--- src/rtl/mpg_pkg.sv ---
package mpg_pkg;

  localparam int IDX_W    = 12;
  localparam int AXIS_W   = 4;
  localparam int ENTRY_W  = 20;
  localparam int COORD_W  = 22;
  localparam int RECIP_W  = 17;
  localparam int PROD1_W  = IDX_W + RECIP_W;
  localparam int WEIGHT_W = 21;
  localparam int PROD_W   = ENTRY_W + WEIGHT_W;
  localparam int SUM_W    = PROD_W + 2;
  localparam int MAG_W    = SUM_W - 1;
  localparam int QUO_W    = 21;
  localparam int CFG_W    = 3 * ENTRY_W;
  localparam int REG_W    = 3;

  // Fractions are scaled by the common multiple of all sizes 1..16; the
  // result divides by twice that, 1441440 = 32 * 45045. Shift out the power
  // of two, then divide by the odd part with a reciprocal.
  localparam int DIV_SHIFT = 5;
  localparam int X_W       = MAG_W - 1 - DIV_SHIFT;
  localparam int SPLIT_W   = 18;
  localparam int DRECIP_W  = 21;
  localparam int PART_W    = SPLIT_W + DRECIP_W;
  localparam int EST_W     = X_W + DRECIP_W;
  localparam logic [X_W-1:0]      DIV_ODD   = 36'd45045;
  // floor(2^36 / 45045); the estimate is low by at most one
  localparam logic [DRECIP_W-1:0] DIV_RECIP = 21'd1525573;

  localparam logic [REG_W-1:0] REG_NUM_AXES = 3'd0;
  localparam logic [REG_W-1:0] REG_SIZE_A   = 3'd1;
  localparam logic [REG_W-1:0] REG_SIZE_B   = 3'd2;
  localparam logic [REG_W-1:0] REG_SIZE_C   = 3'd3;
  localparam logic [REG_W-1:0] REG_BASIS_X  = 3'd4;
  localparam logic [REG_W-1:0] REG_BASIS_Y  = 3'd5;
  localparam logic [REG_W-1:0] REG_BASIS_Z  = 3'd6;

  typedef struct packed {
    logic [AXIS_W-1:0]                qm1_a;
    logic [AXIS_W-1:0]                qm1_b;
    logic [AXIS_W-1:0]                qm1_c;
    logic [2:0][2:0][ENTRY_W-1:0]     basis;
  } cfg_t;

  typedef struct packed {
    logic [AXIS_W-1:0] na;
    logic [AXIS_W-1:0] nb;
    logic [AXIS_W-1:0] nc;
    logic              oor;
  } item_t;

  // Size clamped to 1..16, returned as size minus one.
  function automatic logic [AXIS_W-1:0] clamp_qm1(input logic [4:0] s);
    logic [4:0] d;
    d = s - 5'd1;
    if (s == 5'd0) return 4'd0;
    else if (s > 5'd16) return 4'd15;
    else return d[AXIS_W-1:0];
  endfunction

  // floor(65536 / q)
  function automatic logic [RECIP_W-1:0] recip(input logic [AXIS_W-1:0] qm1);
    logic [RECIP_W-1:0] r;
    unique case (qm1)
      4'd0:  r = 17'd65536;
      4'd1:  r = 17'd32768;
      4'd2:  r = 17'd21845;
      4'd3:  r = 17'd16384;
      4'd4:  r = 17'd13107;
      4'd5:  r = 17'd10922;
      4'd6:  r = 17'd9362;
      4'd7:  r = 17'd8192;
      4'd8:  r = 17'd7281;
      4'd9:  r = 17'd6553;
      4'd10: r = 17'd5957;
      4'd11: r = 17'd5461;
      4'd12: r = 17'd5041;
      4'd13: r = 17'd4681;
      4'd14: r = 17'd4369;
      default: r = 17'd4096;
    endcase
    return r;
  endfunction

  // 720720 / q
  function automatic logic [ENTRY_W-1:0] lcm_over_q(input logic [AXIS_W-1:0] qm1);
    logic [ENTRY_W-1:0] r;
    unique case (qm1)
      4'd0:  r = 20'd720720;
      4'd1:  r = 20'd360360;
      4'd2:  r = 20'd240240;
      4'd3:  r = 20'd180180;
      4'd4:  r = 20'd144144;
      4'd5:  r = 20'd120120;
      4'd6:  r = 20'd102960;
      4'd7:  r = 20'd90090;
      4'd8:  r = 20'd80080;
      4'd9:  r = 20'd72072;
      4'd10: r = 20'd65520;
      4'd11: r = 20'd60060;
      4'd12: r = 20'd55440;
      4'd13: r = 20'd51480;
      4'd14: r = 20'd48048;
      default: r = 20'd45045;
    endcase
    return r;
  endfunction

endpackage

--- src/rtl/mpg_if.sv ---
interface mpg_in_if;
  import mpg_pkg::*;
  logic             valid;
  logic             ready;
  logic [IDX_W-1:0] point_index;
  modport source (output valid, output point_index, input ready);
  modport sink   (input valid, input point_index, output ready);
endinterface


--- src/rtl/mpg_front.sv ---
module mpg_front (
  input  logic           clk,
  input  logic           rst,
  input  mpg_pkg::cfg_t  cfg,
  mpg_in_if.sink         in_ch,
  input  logic           q_ready,
  output logic           q_push,
  output mpg_pkg::item_t q_item
);
  import mpg_pkg::*;

  logic [5:0] v;
  logic       en;

  logic [IDX_W-1:0]   s1_idx, s2_idx;
  logic [PROD1_W-1:0] s2_p, s4_p;
  logic [IDX_W-1:0]   s3_t, s3_r, s4_rest, s5_t, s5_r;
  logic [AXIS_W-1:0]  s4_nc, s5_nc;
  item_t              s6_item;

  logic [4:0]         qa, qb, qc;
  logic [IDX_W-1:0]   t1, r1, t2, r2, rest, na, nb_full, nc_full;
  logic [16:0]        m1, m2;
  logic               ge1, ge2, oor;

  assign qa = {1'b0, cfg.qm1_a} + 5'd1;
  assign qb = {1'b0, cfg.qm1_b} + 5'd1;
  assign qc = {1'b0, cfg.qm1_c} + 5'd1;

  assign en          = !v[5] || q_ready;
  assign in_ch.ready = en;
  assign q_push      = v[5] && q_ready;
  assign q_item      = s6_item;

  always_ff @(posedge clk) begin
    if (rst) begin
      v <= '0;
    end else if (en) begin
      v <= {v[4:0], in_ch.valid};
    end
  end

  // Divide by the fastest axis size, then by the middle one; a reciprocal
  // estimate is low by at most one and gets a single correction.
  always_comb begin
    t1      = s2_p[PROD1_W-2:16];
    m1      = t1 * qc;
    r1      = s2_idx - m1[IDX_W-1:0];
    ge1     = s3_r >= {7'd0, qc};
    nc_full = ge1 ? s3_r - {7'd0, qc} : s3_r;
    rest    = s3_t + {11'd0, ge1};
    t2      = s4_p[PROD1_W-2:16];
    m2      = t2 * qb;
    r2      = s4_rest - m2[IDX_W-1:0];
    ge2     = s5_r >= {7'd0, qb};
    nb_full = ge2 ? s5_r - {7'd0, qb} : s5_r;
    na      = s5_t + {11'd0, ge2};
    oor     = na >= {7'd0, qa};
  end

  always_ff @(posedge clk) begin
    if (en) begin
      s1_idx      <= in_ch.point_index;
      s2_idx      <= s1_idx;
      s2_p        <= s1_idx * recip(cfg.qm1_c);
      s3_t        <= t1;
      s3_r        <= r1;
      s4_nc       <= nc_full[AXIS_W-1:0];
      s4_rest     <= rest;
      s4_p        <= rest * recip(cfg.qm1_b);
      s5_t        <= t2;
      s5_r        <= r2;
      s5_nc       <= s4_nc;
      s6_item.oor <= oor;
      s6_item.na  <= oor ? '0 : na[AXIS_W-1:0];
      s6_item.nb  <= oor ? '0 : nb_full[AXIS_W-1:0];
      s6_item.nc  <= oor ? '0 : s5_nc;
    end
  end

endmodule

--- src/flat_wrapper.sv ---
// flat-port wrapper written by rule: the top's interface ports become plain ports
module mpg_front_flat import mpg_pkg::*;
  (clk, rst, cfg, q_ready, q_push, q_item, in_ch_valid, in_ch_point_index, in_ch_ready);
  mpg_in_if in_ch_i ();
  input  logic clk;
  input  logic rst;
  input  mpg_pkg::cfg_t cfg;
  input  logic q_ready;
  output logic q_push;
  output mpg_pkg::item_t q_item;
  input wire logic [$bits(in_ch_i.valid)-1:0] in_ch_valid;
  input wire logic [$bits(in_ch_i.point_index)-1:0] in_ch_point_index;
  output wire logic [$bits(in_ch_i.ready)-1:0] in_ch_ready;
  assign in_ch_i.valid = in_ch_valid;
  assign in_ch_i.point_index = in_ch_point_index;
  assign in_ch_ready = in_ch_i.ready;
  mpg_front u_core (.clk(clk), .rst(rst), .cfg(cfg), .in_ch(in_ch_i), .q_ready(q_ready), .q_push(q_push), .q_item(q_item));
endmodule
--- config.mk ---
export PLATFORM = sky130hd
export DESIGN_NAME = mpg_front_flat
export DESIGN_NICKNAME = d
export VERILOG_FILES = /design/src/rtl/mpg_pkg.sv /design/src/rtl/mpg_if.sv /design/src/rtl/mpg_front.sv /design/src/flat_wrapper.sv
export SDC_FILE = /design/constraint.sdc
export NUM_CORES = 1
export LEC_CHECK = 0
export BUFFER_PORTS_ARGS = -buffer_cell sky130_fd_sc_hd__buf_4
export CORE_AREA = 2 2 233 235
export DETAILED_ROUTE_END_ITERATION = 10
export DIE_AREA = 0 0 235 237
export GPL_TIMING_DRIVEN = 0
export PLACE_DENSITY_LB_ADDON = 0.12
export SLEW_MARGIN = 20
export SYNTH_ARGS = -nofsm -noshare
export SYNTH_HDL_FRONTEND = slang
export SYNTH_SLANG_ARGS = --single-unit
--- constraint.sdc ---
create_clock -name clk -period 11.4 [get_ports clk]
set_input_delay 1.14 -clock clk [delete_from_list [all_inputs] [get_ports clk]]
set_output_delay 1.14 -clock clk [all_outputs]
set_load 0.01 [all_outputs]
# Word level (Yosys, flattened, before mapping)
# Memories as Yosys holds them, arrays and structs flattened.
# Index checks and enable logic that the tools add are counted.
# totals
regBits,167
romBits,544
in_bits,208
output_inout_bits,15
memories,2
# memory_table
memory,words,word_bits,rd,rd_clocked_by_memory_dff,write_ports,line,source
(name not given),16,17,1,0,0,mpg_pkg.sv:64,unique case (qm1)
(name not given),16,17,1,0,0,mpg_pkg.sv:64,
# op_classes
add_sub_neg,9
mul,4
magnitude_cmp,3
n_mux,4
reduce_logical,3
# ops
cell,n
$mul A12 B17 Y28,2
$ge A12 B5 Y1,3
$mux W17,2
$add A12 B1 Y12,2
$mul A12 B5 Y12,2
$sub A12 B12 Y12,2
$add A4 B1 Y5 const B,3
$mux W4,2
$sub A4 B4 Y4,2
$logic_and A1 B1 Y1,1
$logic_not A1 Y1,1
$logic_or A1 B1 Y1,1

# Depth between registers and ports, before layout
# logic_depth
word_depth,4
depth_mapped,39

# Worst setup path before layout
# No wires, ideal clock.
# synth_path
path_type,input -> register
start,input port cfg[180] (netlist bit)
end,"register u_core.s4_p[24], data pin"
t_arrival_ns,8.647
setup_slack_ns,2.493
cell_stages,36
path_buffers,2
path_cell_list,clkinv_1 -> ha_1 -> inv_1 -> fa_1 -> a21o_1 -> a21oi_1 -> nor2b_1 -> o21ai_0 -> and3_1 -> clkbuf_1 -> inv_1 -> ha_1 -> ha_1 -> nand3_1 -> nor2_1 -> nand2_1 -> nor2_1 -> xnor2_1 -> inv_1 -> clkbuf_1 -> and2_1 -> fa_1 -> fa_1 -> fa_1 -> fa_1 -> inv_1 -> fa_1 -> inv_1 -> ha_1 -> a21oi_1 -> o21ai_0 -> nor4_1 -> a211oi_4 -> a2111o_1 -> a31oi_2 -> xnor2_1
# synth_between
elab_chain_len,4
# synth_lines
item,line,source
start: declaration,flat_wrapper.sv:7,input mpg_pkg::cfg_t cfg;
$add A4 B1 Y5,mpg_front.sv:28,"assign qc = {1'b0, cfg.qm1_c} + 5'd1;"
$ge A12 B5 Y1,mpg_front.sv:49,"ge1 = s3_r >= {7'd0, qc};"
$add A12 B1 Y12,mpg_front.sv:51,"rest = s3_t + {11'd0, ge1};"
named net u_core.rest[10],mpg_front.sv:22,"logic [IDX_W-1:0] t1, r1, t2, r2, rest, na, nb_full, nc_full;"
$mul A12 B17 Y28,mpg_front.sv:70,s4_p <= rest * recip(cfg.qm1_b);
end signal: assignment,mpg_front.sv:70,
end: declaration,mpg_front.sv:16,"logic [PROD1_W-1:0] s2_p, s4_p;"
# The timed path passes the listed nets, and every way through them passes these cells.
# A chain may end at the register's enable or synchronous reset.

# Final worst setup path
# Ends and elaborated chain as after synthesis.

==> reports/results.ini <==
[sta]
rsz0062_at_grt=false
post-route-min-period_ps=10610
slew_headroom_pct=24.85
worst_pin_slew_ps=1119
fin_ws_ps=787.9
fin_setup_tns_ps=0
holdWs_ps=418.6
skew_ps=11.59
max_freq_mhz=94.23
hold_violations=0
finalSetupViolCount=0
timing.final.crit_share_pct=93.09
maxSlewViolCount=0

[cells_and_area]
final_common_cell=inv_1
diodes=0
utilization_pct=42.87
fin_area_um2=22840
fillers=5242
layout.nets=3032
drive_above_1_share_pct=4.506
final_cell_mix=inv_1, nand2_1, fa_1, ha_1, edfxtp_1
area.growth.synth_to_final_pct=8.420

[synth]
syn_avg_cell_area_um2=9.521
synth_seq_cells=135
synth_flop_cell=edfxtp_1
synthTopCellsByArea=fa_1, edfxtp_1, ha_1, inv_1, nand2_1
seq_area_frac_synth_pct=18.95
yosysTopAreaCell=fa_1
synth_nets=2971
netlist_instances=2213
synth_area_um2=21070
synth_warnings=0
yosysUniqueCellTypes=74
synth_top_area_share_pct=34.20
ys_async_sr_fraction_pct=0
synth_edf_count=129

[grt]
grt_pass1_wl_mm=86.57
gr-total-overflow=0
grt_pass1_vias=15990
antenna_found_initial=0
track_usage_pct=19.85
grt_start_max_net_pins=106

[detailed_routing]
drcViolationCount=0
wire_per_inst_um=17.65
viasPerCell=5.011
wl_mm=52.65
drt-initial-drc-count=942
num_vias=14940
dr.pass1.iters=5
final_antenna_net_count=0

[power]
power_density_nw_per_um2=335.3
p_leak_nw=10.79
peakVddDrop_uv=277.8

[place]
placed_area_um2=22280
place.gp.congestion=0.8732
portBuffers=41
hpwl_mm=43.96
place_ws_ps=218.7

[setup_path]
slowest_stage=xor2_1
cp-endpoint=u_core.s4_p[24]$_DFFE_PP_
reg2reg_depth=35
cp_common_cell=fa_1
cp.arrival_ps=10800
start_kind=input pin
timing.rr.start=u_core.s3_r[0]$_DFFE_PP_
critPathRequiredTime_ps=11590
worstSetupPathType=input pin to register
crit_fanout=14
rrSetupSlack_ps=2260
startpoint=cfg[180]
reg2reg_to=u_core.s4_p[24]$_DFFE_PP_
worst_setup_path_end_kind=register
critPathMaxStageDelay_ps=650

[floorplanning]
ios=223
initial_core_util_pct=39.54
die_w_um=235
std_cell_rows=85
die_area_um2=55700
design.core.area_um2=53280
die_y_um=237

[flow_run]
maxCapViolations=0

[clock_network]
clk_latency_ps=450
cts_tree=yes
ctsHoldBuffers=0
cts_buffers=17
cts_root_buf=clkbuf_16
cts.sinks=135
post_cts_buffers=0
htree_num_levels=4
clockBufferDepth=2
clk_pin_slew_ps=60
cts_resized=0

[worst_hold_path]
holdPathStages=0
hp-class=register to register

[status]
status=finished clean

final cells by class:
| class | instances | area (um^2) | area share [%] |
|---|---|---|---|
| buffer | 76 | 299.0 | 1.309 |
| clock buffer | 17 | 425.4 | 1.862 |
| clock inverter | 14 | 135.1 | 0.5915 |
| inverter | 436 | 1644 | 7.197 |
| multi-input combinational | 1566 | 15140 | 66.28 |
| sequential | 135 | 3994 | 17.48 |
| tap | 696 | 870.8 | 3.812 |
| timing repair buffer | 42 | 335.3 | 1.468 |
synth_stat cells (7+ instances only):
| library cell | n |
|---|---|
| nand2_1 | 365 |
| nor2_1 | 82 |
| nor3_1 | 17 |
| and2_1 | 88 |
| o21ai_0 | 31 |
| nand4_1 | 8 |
| and3_1 | 30 |
| fa_1 | 360 |
| o21a_1 | 11 |
| edfxtp_1 | 129 |
| xnor2_1 | 65 |
| nor2b_1 | 57 |
| a21oi_1 | 65 |
| clkbuf_1 | 65 |
| xor2_1 | 19 |
| or2_2 | 7 |
| nand3_1 | 41 |
| inv_1 | 432 |
| mux2i_1 | 7 |
| ha_1 | 190 |
| nor4_1 | 8 |
| a21o_1 | 16 |
| a211oi_1 | 8 |
| nand2b_1 | 12 |
worst max-delay path, delay by kind of cell:
kind / cells / cell delay [ps]
AOI/OAI and AO/OA: 7 / 1740
xor gates and xnor gates: 2 / 730
adders and majority gates: 10 / 4090
buffers and inverters: 9 / 2010
and+or+nand+nor: 8 / 1060
stage by stage:
step                power [mW]  instances
finish                   7.659       2982
global route             8.712       2982
CTS                      7.780       2982
detailed placement       7.192       2951
global placement         7.105       2950
floorplan                5.675       2213
per-layer routing:
layer	vias to the layer above	routed length, um	global-route usage [%]
li1	7016	-	-
met3	86	1840	2.005
met5	-	0	0
met1	7540	22950	25.46
met2	301	26020	34.60
met4	0	1841	7.633
power breakdown:
| group | switching (mW) | internal, mW |
|---|---|---|
| clock network | 0.221 | 0.317 |
| registers | 0.144 | 0.964 |
| logic | 3.48 | 2.53 |
| total | 3.85 | 3.81 |
flip-flops by register name, indices dropped and copies added (netlist names):
register        cells
u_core.v            6
u_core.s5_t        12
u_core.s5_nc        4
u_core.s2_p        12
u_core.s1_idx      12
u_core.q_item      13
u_core.s4_nc        4
u_core.s2_idx      12
u_core.s5_r        12
u_core.s4_rest     12
u_core.s3_r        12
u_core.s3_t        12
u_core.s4_p        12
worst min-delay path by stage:
stage	from	endpoint	slack [ps]
3_5_place_dp	u_core.s4_nc[2]$_DFFE_PP_	u_core.s5_nc[2]$_DFFE_PP_	400
2_1_floorplan	u_core.s4_nc[0]$_DFFE_PP_	u_core.s5_nc[0]$_DFFE_PP_	400
5_1_grt	u_core.s4_nc[2]$_DFFE_PP_	u_core.s5_nc[2]$_DFFE_PP_	430
4_1_cts	u_core.s4_nc[2]$_DFFE_PP_	u_core.s5_nc[2]$_DFFE_PP_	420
6_report	u_core.s4_nc[0]$_DFFE_PP_	u_core.s5_nc[0]$_DFFE_PP_	420
3_3_place_gp	u_core.s4_nc[0]$_DFFE_PP_	u_core.s5_nc[0]$_DFFE_PP_	400
cell families after synthesis:
kind of cell | count (synthesis) | synth area share (%)
simple gates | 735 | 16.47
compound gates | 185 | 5.719
buf+inv | 512 | 9.186
flops | 135 | 18.95
fa+ha+maj | 550 | 45.49
xor+xnor | 86 | 3.676
mux | 10 | 0.5107
Power figures use the tool's default switching activity.
