**src/rtl/mpg_pkg.sv**
```systemverilog
package mpg_pkg;

  localparam int IDX_W    = 12;
  localparam int AXIS_W   = 4;
  localparam int ENTRY_W  = 20;
  localparam int COORD_W  = 22;
  localparam int RECIP_W  = 17;
  localparam int PROD1_W  = IDX_W + RECIP_W;
  localparam int WEIGHT_W = 21;
  localparam int PROD_W   = ENTRY_W + WEIGHT_W;
  localparam int SUM_W    = PROD_W + 2;
  localparam int MAG_W    = SUM_W - 1;
  localparam int QUO_W    = 21;
  localparam int CFG_W    = 3 * ENTRY_W;
  localparam int REG_W    = 3;

  // Fractions are scaled by the common multiple of all sizes 1..16; the
  // result divides by twice that, 1441440 = 32 * 45045. Shift out the power
  // of two, then divide by the odd part with a reciprocal.
  localparam int DIV_SHIFT = 5;
  localparam int X_W       = MAG_W - 1 - DIV_SHIFT;
  localparam int SPLIT_W   = 18;
  localparam int DRECIP_W  = 21;
  localparam int PART_W    = SPLIT_W + DRECIP_W;
  localparam int EST_W     = X_W + DRECIP_W;
  localparam logic [X_W-1:0]      DIV_ODD   = 36'd45045;
  // floor(2^36 / 45045); the estimate is low by at most one
  localparam logic [DRECIP_W-1:0] DIV_RECIP = 21'd1525573;

  localparam logic [REG_W-1:0] REG_NUM_AXES = 3'd0;
  localparam logic [REG_W-1:0] REG_SIZE_A   = 3'd1;
  localparam logic [REG_W-1:0] REG_SIZE_B   = 3'd2;
  localparam logic [REG_W-1:0] REG_SIZE_C   = 3'd3;
  localparam logic [REG_W-1:0] REG_BASIS_X  = 3'd4;
  localparam logic [REG_W-1:0] REG_BASIS_Y  = 3'd5;
  localparam logic [REG_W-1:0] REG_BASIS_Z  = 3'd6;

  typedef struct packed {
    logic [AXIS_W-1:0]                qm1_a;
    logic [AXIS_W-1:0]                qm1_b;
    logic [AXIS_W-1:0]                qm1_c;
    logic [2:0][2:0][ENTRY_W-1:0]     basis;
  } cfg_t;

  typedef struct packed {
    logic [AXIS_W-1:0] na;
    logic [AXIS_W-1:0] nb;
    logic [AXIS_W-1:0] nc;
    logic              oor;
  } item_t;

  // Size clamped to 1..16, returned as size minus one.
  function automatic logic [AXIS_W-1:0] clamp_qm1(input logic [4:0] s);
    logic [4:0] d;
    d = s - 5'd1;
    if (s == 5'd0) return 4'd0;
    else if (s > 5'd16) return 4'd15;
    else return d[AXIS_W-1:0];
  endfunction

  // floor(65536 / q)
  function automatic logic [RECIP_W-1:0] recip(input logic [AXIS_W-1:0] qm1);
    logic [RECIP_W-1:0] r;
    unique case (qm1)
      4'd0:  r = 17'd65536;
      4'd1:  r = 17'd32768;
      4'd2:  r = 17'd21845;
      4'd3:  r = 17'd16384;
      4'd4:  r = 17'd13107;
      4'd5:  r = 17'd10922;
      4'd6:  r = 17'd9362;
      4'd7:  r = 17'd8192;
      4'd8:  r = 17'd7281;
      4'd9:  r = 17'd6553;
      4'd10: r = 17'd5957;
      4'd11: r = 17'd5461;
      4'd12: r = 17'd5041;
      4'd13: r = 17'd4681;
      4'd14: r = 17'd4369;
      default: r = 17'd4096;
    endcase
    return r;
  endfunction

  // 720720 / q
  function automatic logic [ENTRY_W-1:0] lcm_over_q(input logic [AXIS_W-1:0] qm1);
    logic [ENTRY_W-1:0] r;
    unique case (qm1)
      4'd0:  r = 20'd720720;
      4'd1:  r = 20'd360360;
      4'd2:  r = 20'd240240;
      4'd3:  r = 20'd180180;
      4'd4:  r = 20'd144144;
      4'd5:  r = 20'd120120;
      4'd6:  r = 20'd102960;
      4'd7:  r = 20'd90090;
      4'd8:  r = 20'd80080;
      4'd9:  r = 20'd72072;
      4'd10: r = 20'd65520;
      4'd11: r = 20'd60060;
      4'd12: r = 20'd55440;
      4'd13: r = 20'd51480;
      4'd14: r = 20'd48048;
      default: r = 20'd45045;
    endcase
    return r;
  endfunction

endpackage

```
**src/rtl/mpg_queue.sv**
```systemverilog
module mpg_queue (
  input  logic           clk,
  input  logic           rst,
  input  logic           push,
  input  mpg_pkg::item_t push_item,
  output logic           push_ready,
  input  logic           pop,
  output logic           not_empty,
  output mpg_pkg::item_t head
);
  import mpg_pkg::*;

  item_t      entries [2];
  logic       wr_ptr, rd_ptr;
  logic [1:0] count;

  assign not_empty  = count != 2'd0;
  assign push_ready = (count != 2'd2) || pop;
  assign head       = entries[rd_ptr];

  always_ff @(posedge clk) begin
    if (rst) begin
      wr_ptr <= 1'b0;
      rd_ptr <= 1'b0;
      count  <= 2'd0;
    end else begin
      if (push) wr_ptr <= !wr_ptr;
      if (pop)  rd_ptr <= !rd_ptr;
      count <= count + {1'b0, push} - {1'b0, pop};
    end
  end

  always_ff @(posedge clk) begin
    if (push) entries[wr_ptr] <= push_item;
  end

endmodule

```
**config.mk**
```make
export PLATFORM = sky130hd
export DESIGN_NAME = mpg_queue
export DESIGN_NICKNAME = d
export VERILOG_FILES = /design/src/rtl/mpg_pkg.sv /design/src/rtl/mpg_queue.sv
export SDC_FILE = /design/constraint.sdc
export NUM_CORES = 1
export LEC_CHECK = 0
export BUFFER_PORTS_ARGS = -buffer_cell sky130_fd_sc_hd__buf_2
export CELL_PAD_IN_SITES_DETAIL_PLACEMENT = 0
export CELL_PAD_IN_SITES_GLOBAL_PLACEMENT = 1
export CORE_MARGIN = 5
export CORE_UTILIZATION = 38
export CTS_CLUSTER_SIZE = 10
export DETAILED_ROUTE_END_ITERATION = 8
export HOLD_SLACK_MARGIN = 0.05
export PLACE_DENSITY = 0.81
export SLEW_MARGIN = 20
export SYNTH_ARGS = -nofsm -noshare
export SYNTH_HDL_FRONTEND = slang
export SYNTH_SLANG_ARGS = --single-unit
```
**constraint.sdc**
```tcl
create_clock -name clk -period 1.39 [get_ports clk]
set_input_delay 0.139 -clock clk [delete_from_list [all_inputs] [get_ports clk]]
set_output_delay 0.139 -clock clk [all_outputs]
set_load 0.005 [all_outputs]
```
# After elaboration in Yosys (flattened, before gate mapping)
# Memory sizes are Yosys's and may differ from the RTL's. A register that Yosys moved wholly into a read port is not among the register bits.
# Cells that the tools add are included.
# Widths: inputs -> output; s select.
[classes] addsub=2 multipliers=0 div_mod_pow=0 order_cmp=0 eq_ne=1 n_shift=0 mux=4 bitwise_logic=0 reduce_logical=4
[op_table] operator="$mux 1" count=4
[op_table] operator="$add 2x1->2" count=1
[op_table] operator="$logic_not 1->1" count=2
[op_table] operator="$ne 2x2->1 const B" count=1
[op_table] operator="$reduce_bool 2->1" count=1
[op_table] operator="$sub 2x1->2" count=1
[op_table] operator="$logic_or 1x1->1" count=1
[totals] reg_bits=4 latchBits=0 ramBits=26 mem_bits_ro=0 input_bits=17 output_inout_bits=15 word_cells=15 mem_count=1
[memory_table] name="entries" depth=2 width=13 rd=1 rd_ports_with_merged_regs=1 wr=1 line_no="mpg_queue.sv:13" rtl="item_t entries [2];"

# Logic depth before layout (Yosys ltp)
# Gate-level depths: netlist of run 1.
[logic_depth] ltp_word=3 ltp_mapped=6 mapped_depth_nobuf=6

# Worst setup path after synthesis of run 1
# Ideal clock, no wire load.
[synth_path] path_kind="register to register" startpoint="register wr_ptr" endpoint="memory entries[0][0] (netlist name), enable pin" setup_ns=0.384 arrival_time_ns=0.933 t_required_ns=1.006 slack_ns=0.073 stages_incl_launch_ff=2 n_path_buf=0 period_less_slack_ns=1.317 path_cell_list="dfxtp_1 > nor2b_1"
[synth_lines] item="from (decl)" line_no="mpg_queue.sv:14" rtl="logic wr_ptr, rd_ptr;"
[synth_lines] item="from (signal assigned)" line_no="mpg_queue.sv:27" rtl="if (push) wr_ptr <= !wr_ptr;"
[synth_lines] item="to (decl)" line_no="mpg_queue.sv:13"
# Straight into the memory's write port.

==> summary.md, run 1 <==
| Metric | Value |
|---|---|
| Status | completed |
| Commonest cells after routing, fill and taps aside | edfxtp_1, buf_2, dlygate4sd3_1 |
| Gr ovfl total | 0 |
| Worst-path fanout max | 7 |
| Final instance area | 0.00174 mm^2 |
| Pleak | 0.710 nW |
| Hold_sp | push |
| Worst Tran Pin Value | 0.195 ns |
| Hold crit path type | in -> reg |
| Critical Path RT | 1.25 ns |
| TritonCTS buffer count | 5 |
| Sum of buffers and inverters on the critical path | 2 |
| Finish-stage setup viols | 0 |
| Crit Path Category | reg -> out |
| Ports | 32 |
| Nets | 136 |
| Largest net degree at the start of global routing | 14 |
| Crit-path leading delay family | flip-flops |
| Sequential power share | 56.6% |
| Delay of the slowest critical-path stage | 0.39 ns |
| Reg2reg setup slack | 0.22 ns |
| Clock skew | 0.00694 ns |
| Slew headroom | 86.9% |
| Area grow syn2layout | 45.8% |
| Routability cong. | 0.690 |
| Drt pass-1 iters | 4 |
| H-tree levels | 2 |
| Drt via density | 4.20 |
| Clock share of power | 23.1% |
| VDD IR max | 0.555 mV |
| Max stage delay cell, worst path | dfxtp_4 |
| Core footprint | 0.00303 mm^2 |
| Total GRT Usage | 10.5% |
| Synth warn | 0 |
| Power, Total | 1.97 mW |
| Switching power | 0.414 mW |
| Std cell rows | 20 |
| Hold Path Sink | wr_ptr |
| R2r startpoint | count[0] |
| DIE AREA | 0.00437 mm^2 |
| Share of cells above drive strength 1 | 47.5% |
| Sink Count | 31 |
| Max-slew violations | 0 |
| Fmax | 722 MHz |
| CP startpoint kind | flip-flop |
| PortBufs | 31 |
| R2r worst-path depth | 6 |
| Hold Path Depth | 3 |
| Post-Synthesis Cells | 62 |
| Die H | 66.1 um |
| Unrepaired setup endpoints after global routing | true |
| CP Cell Sequence | buf_12 > mux2_4 > buf_6 |
| Comb pwr share | 20.3% |
| RR Endpoint | count[1] |
| Commonest non-fill, non-tap cell in the layout | edfxtp_1 |
| Final Critical Period | 1.39 ns |
| Setup TNS | 0 ns |
| Final clock period utilization by the worst path | 99.7% |
| Root buffer cell | clkbuf_4 |
| Max Cap Viol | 0 |
| Post-DP Area | 0.00143 mm^2 |
| Ant diodes | 0 |
| Grt met1 use | 11.8% |
| Power Density | 1130 mW/mm^2 |
| Global-route layer with the greatest usage | met2 |
| Avg WL per Cell | 12.0 um |
| Number of global-route vias before repair | 737 |
| Initial DRC Count | 21 |
| Initial antenna violation count | 0 |
| Met2 GRT Util | 16.7% |
| Pint | 1.55 mW |
| Setup WS post-layout | 0.00419 ns |
| Final HPWL DP | 1340 um |
| Detailed-route DRC error count | 0 |
| Vias post-DR | 681 |
| Clk slew on worst S/H paths | 0.08 ns |
| Postcts setup bufs | 0 |
| WL final | 1950 um |
| Final hold violation count | 0 |
| Seq cells post-synth | 31 |
| Die X | 66.1 um |
| Remaining antenna violation count after routing | 0 |
| CP endpoint kind | output pin |
| Synth Area per Inst | 19.3 um^2 |
| First-pass GRT wire length | 3260 um |
| CTS max path bufs | 2 |
| Dpl ws | 0.0327 ns |
| Skew-Pair Late Insertion Delay | 0.31 ns |
| Syn nets | 81 |
| Switching Fraction | 21.0% |
| Register area share after synthesis | 73.6% |
| CP arrival | 1.25 ns |
| Post-Syn Area | 0.00120 mm^2 |
| Library cells used by synthesis | 14 |
| Met3 Use GR | 6.12% |
| Initial core utilization | 39.5% |
| CTS tree | done |
[worst max-delay path by stage]
stage / start / end / slack (ns) / cells after the start
final: flip-flop / head[0] / 0.004 / 3
after global routing: flip-flop / head[0] / -0.07 / 3
after CTS: flip-flop / head[2] / -0.03 / 3
after detailed placement: count[0] / count[1] / 0.03 / 6
after global placement: count[0] / count[1] / 0.09 / 6
after floorplan: wr_ptr / entries[0][0] / 0.07 / 1
[synthesized netlist by cell type]
library cell	count	share of area, %
dfxtp_1	5	8.4
or2_2	1	0.52
mux2_2	3	2.8
and2_1	1	0.52
xnor2_1	2	1.5
inv_1	2	0.63
mux2_4	10	13
ha_1	2	2.1
buf_6	1	0.94
nor2_1	5	1.6
nor2b_1	2	1.0
nand2_1	1	0.31
xnor3_1	1	1.9
edfxtp_1	26	65
[cells by family after synthesis]
| logic type | count (synthesis) | share of synthesized area [%] |
|---|---|---|
| flops | 31 | 73.6 |
| mux | 13 | 15.4 |
| simple gates | 10 | 3.98 |
| xor+xnor | 3 | 3.35 |
| buf+inv | 3 | 1.57 |
| fa+ha+maj | 2 | 2.09 |
[power groups by stage]
stage / registers (mW) / logic [mW] / clock network (mW)
2_1_floorplan: 1.12 / 0.179 / 0
3_3_place_gp: 1.12 / 0.290 / 0
3_5_place_dp: 1.13 / 0.298 / 0
4_1_cts: 1.11 / 0.407 / 0.481
5_1_grt: 1.12 / 0.436 / 0.532
6_report: 1.11 / 0.400 / 0.454
[metrics by stage]
step / util (%) / hold slack (ns) / cells
finish: 57.6 / 0.125 / 162
global route: 57.6 / 0.127 / 162
CTS: 57.6 / 0.103 / 162
detailed placement: 47.2 / 0.331 / 139
global placement: 47.2 / 0.328 / 139
floorplan: - / 0.211 / 62
[layer usage]
| metal | vias to the layer above | part of all wire, % |
|---|---|---|
| met4 | 0 | 1.1 |
| li1 | 340 | - |
| met3 | 2 | 9.7 |
| met5 | - | 0 |
| met1 | 311 | 41 |
| met2 | 28 | 48 |
[state kept, by name, indices dropped and copies added (netlist names), named ones only]
signal / count
entries: 26
rd_ptr: 1
wr_ptr: 1
count: 2
[area by class of cell]
cell class	instances	area, um^2
multi-input combinational	28	308
inverter	2	7.51
timing repair buffer	49	439
sequential	31	886
clock buffer	8	48.8
tap	44	55.1
fill	232	1280
[worst register-to-register path: stages (launching register included)]
cell     delay [ns]
dfxtp_2        0.34
inv_1          0.04
ha_1           0.26
inv_1          0.04
ha_1           0.17
xnor3_1        0.19
nor2_1         0.04
[timing repair]
action                                 CTS  global route
gates resized for setup                 19             1
cloned                                   1             0
hold buffers                            14             0
setup endpoints to repair               13            14
pin swaps                                0             1
endpoints found under the hold margin   30             0
Note: power is estimated with default switching activity, not from simulation.
==> run 2, diff against run 1 <==
CORE_UTILIZATION = 45   (was 38)
PLACE_DENSITY = 0.89   (was 0.81)
clock period = 1.6 ns   (was 1.39 ns; I/O delays follow)
==> run 2 against run 1 <==
Critical path depth did not move. Die area fell by 13%. Cell area fell by 8.2%. Combinational power fell by 31%. Largest power group unchanged. Global-route usage rose by 1.6 points. Core utilization rose by 6.5 points. Worst hold slack improved by 0.019 ns. Critical endpoint is now head[8]. Setup slack improved by 0.10 ns. Flip-flop and latch count did not move. Clock-buffer cell count did not move.
==> summary.md, run 2 (synthesis results as in run 1) <==
| Metric | Value |
|---|---|
| Status | completed |
| CP startpoint kind | flip-flop |
| H-tree levels | 2 (unchanged) |
| CP endpoint kind | output pin |
| Routability cong. | 0.608 (-12%) |
| Max-slew violations | 0 (unchanged) |
| CP arrival | 1.34 ns (+0.09 ns) |
| Total GRT Usage | 12.1% (+1.6 points) |
| Comb pwr share | 16.8% (-3.5 points) |
| Die H | 61.6 um (-6.9%) |
| Largest net degree at the start of global routing | 10 (-4) |
| Root buffer cell | clkbuf_4 |
| FILL cells | 191 (-18%) |
| Initial core utilization | 47.8% (+8.3 points) |
| Initial DRC Count | 6 (-71%) |
| Remaining antenna violation count after routing | 0 (unchanged) |
| Fmax | 669 MHz |
| Commonest non-fill, non-tap cell in the layout | buf_2 |
| Pint | 1.29 mW (-17%) |
| Share of cells above drive strength 1 | 46.6% (-0.85 points) |
| Skew-Pair Late Insertion Delay | 0.32 ns (about the same) |
| Power, Total | 1.64 mW (-17%) |
| R2r startpoint | count[0] |
| Final HPWL DP | 1330 um (-0.69%) |
| CP Cell Sequence | buf_6 > mux2_4 > buf_2 |
| Clk slew on worst S/H paths | 0.08 ns (about the same) |
| Max Cap Viol | 0 (unchanged) |
| Crit-path leading delay family | flip-flops |
| Switching power | 0.349 mW (-16%) |
| Power Density | 1020 mW/mm^2 (-9.3%) |
| Postcts setup bufs | 0 (unchanged) |
| Final hold violation count | 0 (unchanged) |
| Gr ovfl total | 0 (unchanged) |
| Drt via density | 4.55 (+8.3%) |
| Placed Instances | 126 (-9.4%) |
| Clock skew | 0.00837 ns (+0.00142 ns) |
| Finish-stage setup viols | 0 (unchanged) |
| CTS tree | done |
| Ports | 32 (unchanged) |
| Final clock period utilization by the worst path | 93.5% |
| Utilization after layout | 64.1% (+6.5 points) |
| PortBufs | 31 (unchanged) |
| Pleak | 0.661 nW (-6.9%) |
| Sink Count | 31 (unchanged) |
| Delay of the slowest critical-path stage | 0.40 ns (about the same) |
| Number of global-route vias before repair | 697 (-5.4%) |
| Critical Path RT | 1.44 ns (+0.19 ns) |
| Avg WL per Cell | 12.5 um (+4.3%) |
| Largest register FFs | 26 (unchanged) |
| Hold_sp | push |
| Clock share of power | 24.2% (+1.1 points) |
| DIE AREA | 0.00379 mm^2 (-13%) |
| TritonCTS buffer count | 5 (unchanged) |
| Top reg by flops | entries |
| Commonest cells after routing, fill and taps aside | buf_2, edfxtp_1, dlygate4sd3_1 |
| Worst-path fanout max | 9 (+2) |
| Initial antenna violation count | 0 (unchanged) |
| Worst Tran Pin Value | 0.213 ns (+0.0176 ns) |
| Area grow syn2layout | 33.9% |
| Top flop regs | entries x26, count x2 |
| Nets | 136 (unchanged) |
| Area of the multi-input gates | 297 um^2 (-3.7%) |
| First-pass GRT wire length | 3020 um (-7.6%) |
| Sequential power share | 59.0% (+2.4 points) |
| WL final | 1850 um (-4.7%) |
| Ant diodes | 0 (unchanged) |
| CTS max path bufs | 2 (unchanged) |
| Switching Fraction | 21.3% (+0.25 points) |
| Core footprint | 0.00250 mm^2 (-17%) |
| Final Critical Period | 1.50 ns |
| Crit Path Category | reg -> out |
| Unrepaired setup endpoints after global routing | false |
| Hold crit path type | in -> reg |
| Max stage delay cell, worst path | dfxtp_2 |
| Drt pass-1 iters | 4 (unchanged) |
| VDD IR max | 0.788 mV (+42%) |
| Register area | 882 um^2 (-0.42%) |
| Sum of buffers and inverters on the critical path | 2 (unchanged) |
| Detailed-route DRC error count | 0 (unchanged) |
| Die X | 61.6 um (-6.9%) |
| Std cell rows | 18 (-10%) |
| Slew headroom | 85.8% (-1.1 points) |
| Setup TNS | 0 ns (unchanged) |
| Final non-filler cell total | 148 (-8.6%) |
| Vias post-DR | 674 (-1.0%) |
-- run 2: changes by cell type in the layout (fill, tap and decap cells not counted), moves of 3 or more --
cell	change
mux2_4	-3
buf_2	+13
buf_6	-12
mux2_2	+3
-- run 2: cell type report --
cell class,instances,area share [%]
Clock buffer,8,3.05
Inverter,2,0.469
Multi-Input combinational cell,28,18.5
Sequential cell,31,55.1
Tap cell,30,2.34
Timing Repair Buffer,49,20.5
-- run 2: per-stage QoR --
step	area, um^2	setup slack [ns]	hold slack (ns)
2_1_floorplan	1200	0.283	0.232
3_3_place_gp	1410	0.301	0.348
5_1_grt	1600	0.00495	0.125
4_1_cts	1600	0.0654	0.127
3_5_place_dp	1410	0.250	0.352
6_report	1600	0.104	0.144
-- run 2: path summary, 6_finish.rpt --
kind	endpoint	slack, ns	cells after the start
setup / recovery	head[8]	0.10	3
hold / removal	wr_ptr	0.14	3
setup reg to reg	count[1]	0.23	6
hold reg to reg	rd_ptr	0.52	2
-- run 2: what timing repair did --
action	in CTS	in global routing
hold buffers	14	0
gates resized for setup	2	0
setup endpoints to repair	9	0
endpoints found under the hold margin	31	0
-- run 2: metal layers --
metal / global-route usage [%] / routed length [um] / vias to the layer above
met4: 8.18 / 51 / 0
met5: 0 / 0 / -
met2: 18.4 / 879 / 28
met1: 13.0 / 745 / 301
li1: - / - / 338
met3: 6.50 / 178 / 7
-- run 2: power groups by stage --
stage,Clock [mW],Sequential (mW),Combinational [mW]
4_1_cts,0.422,0.967,0.280
2_1_floorplan,0,0.977,0.156
3_5_place_dp,0,0.985,0.250
3_3_place_gp,0,0.980,0.244
6_report,0.396,0.966,0.275
5_1_grt,0.467,0.974,0.301
-- run 2: worst min-delay path: cells and delay by family --
| family | cells | cell delay, ns |
|---|---|---|
| XOR/XNOR | 1 | 0.07 |
| buffers and inverters | 1 | 0.12 |
| AND/OR/NAND/NOR | 1 | 0.07 |
==> run 3, diff against run 2 <==
CORE_UTILIZATION = 38   (was 45)
PLACE_DENSITY = 0.81   (was 0.89)
SLEW_MARGIN = not set   (was 20)
clock period = 1.25 ns   (was 1.6 ns; I/O delays follow)
==> run 3 against run 2 <==
The run now ends with negative setup slack left. First-iteration DRC count up 130%. Flip-flop and latch count is the same. Non-clock buffer count up 3. Clock power increased by 61%. Combinational power grew 67%. Core utilization is 5.1 points lower. Cell area grew 12%. Clock skew fell by 0.0024 ns. Via count up 3.7%. Sequential power rose by 28%. Setup slack got worse by 0.24 ns. Power increased by 43%. Critical path type unchanged.
==> summary.md, run 3 (synthesis results as in run 1) <==
| Metric | Value |
|---|---|
| Status | finished, violations left |
| Failing checks | negative setup slack |
| Routability cong. | 0.665 (+9.4%) |
| Die H | 66.1 um (+7.4%) |
| Drt via density | 4.24 (-7.0%) |
| Max Cap Viol | 0 (unchanged) |
| Met2 Wirelength | 997 um (+13%) |
| Ports | 32 (unchanged) |
| Total GRT Usage | 10.6% (-1.5 points) |
| Max stage delay cell, worst path | dfxtp_4 |
| Top flop regs | entries x26, count x2 |
| Sink Count | 31 (unchanged) |
| Worst-path fanout max | 5 (-4) |
| Nets | 139 (+2.2%) |
| Top reg by flops | entries |
| Ant diodes | 0 (unchanged) |
| Avg WL per Cell | 12.6 um (+0.44%) |
| Clock skew | 0.00600 ns (-0.00236 ns) |
| Switching power | 0.497 mW (+43%) |
| VDD IR max | 0.808 mV (+2.5%) |
| Sequential power share | 53.0% (-6.0 points) |
| Final hold violation count | 0 (unchanged) |
| Largest net degree at the start of global routing | 10 (unchanged) |
| Core footprint | 0.00303 mm^2 (+21%) |
| Final instance area | 0.00179 mm^2 (+12%) |
| Pleak | 0.729 nW (+10%) |
| Gr ovfl total | 0 (unchanged) |
| Setup TNS | -1.64 ns (-1.64 ns) |
| Setup WS post-layout | -0.136 ns (-0.240 ns) |
| Crit-path leading delay family | flip-flops |
| CTS tree | done |
| Initial antenna violation count | 0 (unchanged) |
| Final HPWL DP | 1400 um (+4.8%) |
| Wl on met1 | 883 um (+19%) |
| Number of global-route vias before repair | 736 (+5.6%) |
| Hold crit path type | in -> reg |
| Crit Path Category | reg -> out |
| TritonCTS buffer count | 5 (unchanged) |
| Postcts setup bufs | 0 (unchanged) |
| Drt pass-1 iters | 2 (-2) |
| CP endpoint kind | output pin |
| Switching Fraction | 21.3% (about the same) |
| Die X | 66.1 um (+7.4%) |
| Share of cells above drive strength 1 | 54.5% (+7.9 points) |
| Sum of buffers and inverters on the critical path | 2 (unchanged) |
| Remaining antenna violation count after routing | 0 (unchanged) |
| CP arrival | 1.26 ns (-0.08 ns) |
| Detailed-route DRC error count | 0 (unchanged) |
| CP startpoint kind | flip-flop |
| Vias post-DR | 699 (+3.7%) |
| Worst Tran Pin Value | 0.167 ns (-0.0459 ns) |
| Slew headroom | 88.8% (+3.0 points) |
| DIE AREA | 0.00437 mm^2 (+15%) |
| Delay of the slowest critical-path stage | 0.39 ns (about the same) |
| Final Critical Period | 1.39 ns |
| Skew-Pair Late Insertion Delay | 0.32 ns (about the same) |
| H-tree levels | 2 (unchanged) |
| PortBufs | 31 (unchanged) |
| Initial core utilization | 39.5% (-8.3 points) |
| Highest Signal Layer | met4 |
| Finish-stage setup viols | 13 (+13) |
| Commonest cells after routing, fill and taps aside | edfxtp_1, buf_2, buf_6 |
| Post-DP Area | 0.00144 mm^2 (+2.6%) |
| Power, Total | 2.34 mW (+43%) |
| Commonest non-fill, non-tap cell in the layout | edfxtp_1 |
| Power Density | 1310 mW/mm^2 (+28%) |
| Fmax | 722 MHz |
| Std cell rows | 20 (+2) |
| Largest register FFs | 26 (unchanged) |
| Pint | 1.84 mW (+43%) |
| Critical Path RT | 1.12 ns (-0.32 ns) |
| Comb pwr share | 19.6% (+2.8 points) |
| FILL cells | 233 (+22%) |
| First-pass GRT wire length | 3290 um (+9.2%) |
| CTS max path bufs | 2 (unchanged) |
| Root buffer cell | clkbuf_4 |
| Dpl ws | 0.0754 ns (-0.174 ns) |
| Final clock period utilization by the worst path | 111% |
| Unrepaired setup endpoints after global routing | true |
| Max-slew violations | 0 (unchanged) |
| WL final | 2080 um (+12%) |
| Clock share of power | 27.4% (+3.2 points) |
| Clk slew on worst S/H paths | 0.09 ns (about the same) |
| Reg2reg setup slack | 0.09 ns (-0.14 ns) |
| Met3 wire len | 180 um (+1.1%) |
| Area grow syn2layout | 49.4% |
| CP Cell Sequence | buf_8 > mux2_4 > buf_6 |
| Initial DRC Count | 14 (+8) |
[run 3: cell count changes in the layout (fill, tap and decap cells not counted), moves of 3 or more]
cell | previous run | this run
buf_6 | 1 | 15
buf_2 | 31 | 18
mux2_2 | 3 | 0
mux2_4 | 10 | 13
[run 3: worst reg2reg max path: stages (launching register included)]
cell	delay, ns
dfxtp_2	0.35
inv_2	0.04
ha_4	0.22
inv_2	0.04
ha_2	0.15
xnor3_1	0.20
nor2_1	0.10
[run 3: routing by layer]
metal | GRT usage [%] | up-vias
met5 | 0 | -
met4 | 3.81 | 0
met3 | 5.95 | 2
met2 | 16.6 | 29
met1 | 12.1 | 325
li1 | - | 343
[run 3: stage by stage]
stage	std cells	hold slack (ns)	util [%]
after global placement	142	0.314	47.7
final	165	0.0955	59.0
after global routing	165	0.100	59.0
after CTS	165	0.0741	58.5
after detailed placement	142	0.317	47.7
after floorplan	62	0.189	-
[run 3: timing repair]
item | in CTS | in global routing
resized for setup | 23 | 4
hold buffers | 14 | 0
endpoints found under the setup margin | 13 | 14
endpoints found under the hold margin | 31 | 0
pin swaps | 0 | 2
gates cloned | 1 | 0
[run 3: path summary, 6_finish.rpt]
| kind | from | end | depth (start not counted) |
|---|---|---|---|
| setup / recovery | flip-flop | head[10] | 3 |
| hold / removal | push | wr_ptr | 3 |
| setup reg to reg | count[0] | count[1] | 6 |
| hold reg to reg | rd_ptr | flip-flop | 2 |
[run 3: power by group through the flow]
stage	Combinational (mW)	Clock, mW	Sequential [mW]
floorplan	0.200	0	1.25
global placement	0.326	0	1.25
detailed placement	0.336	0	1.26
CTS	0.454	0.670	1.24
global route	0.502	0.722	1.24
finish	0.459	0.639	1.24
[run 3: final cells by class]
class | instances | area [um^2] | area share, %
Clock buffer | 8 | 68.8 | 3.85
Inverter | 2 | 7.51 | 0.420
Multi-Input combinational cell | 28 | 325 | 18.2
Sequential cell | 31 | 886 | 49.6
Tap cell | 44 | 55.1 | 3.08
Timing Repair Buffer | 52 | 444 | 24.9
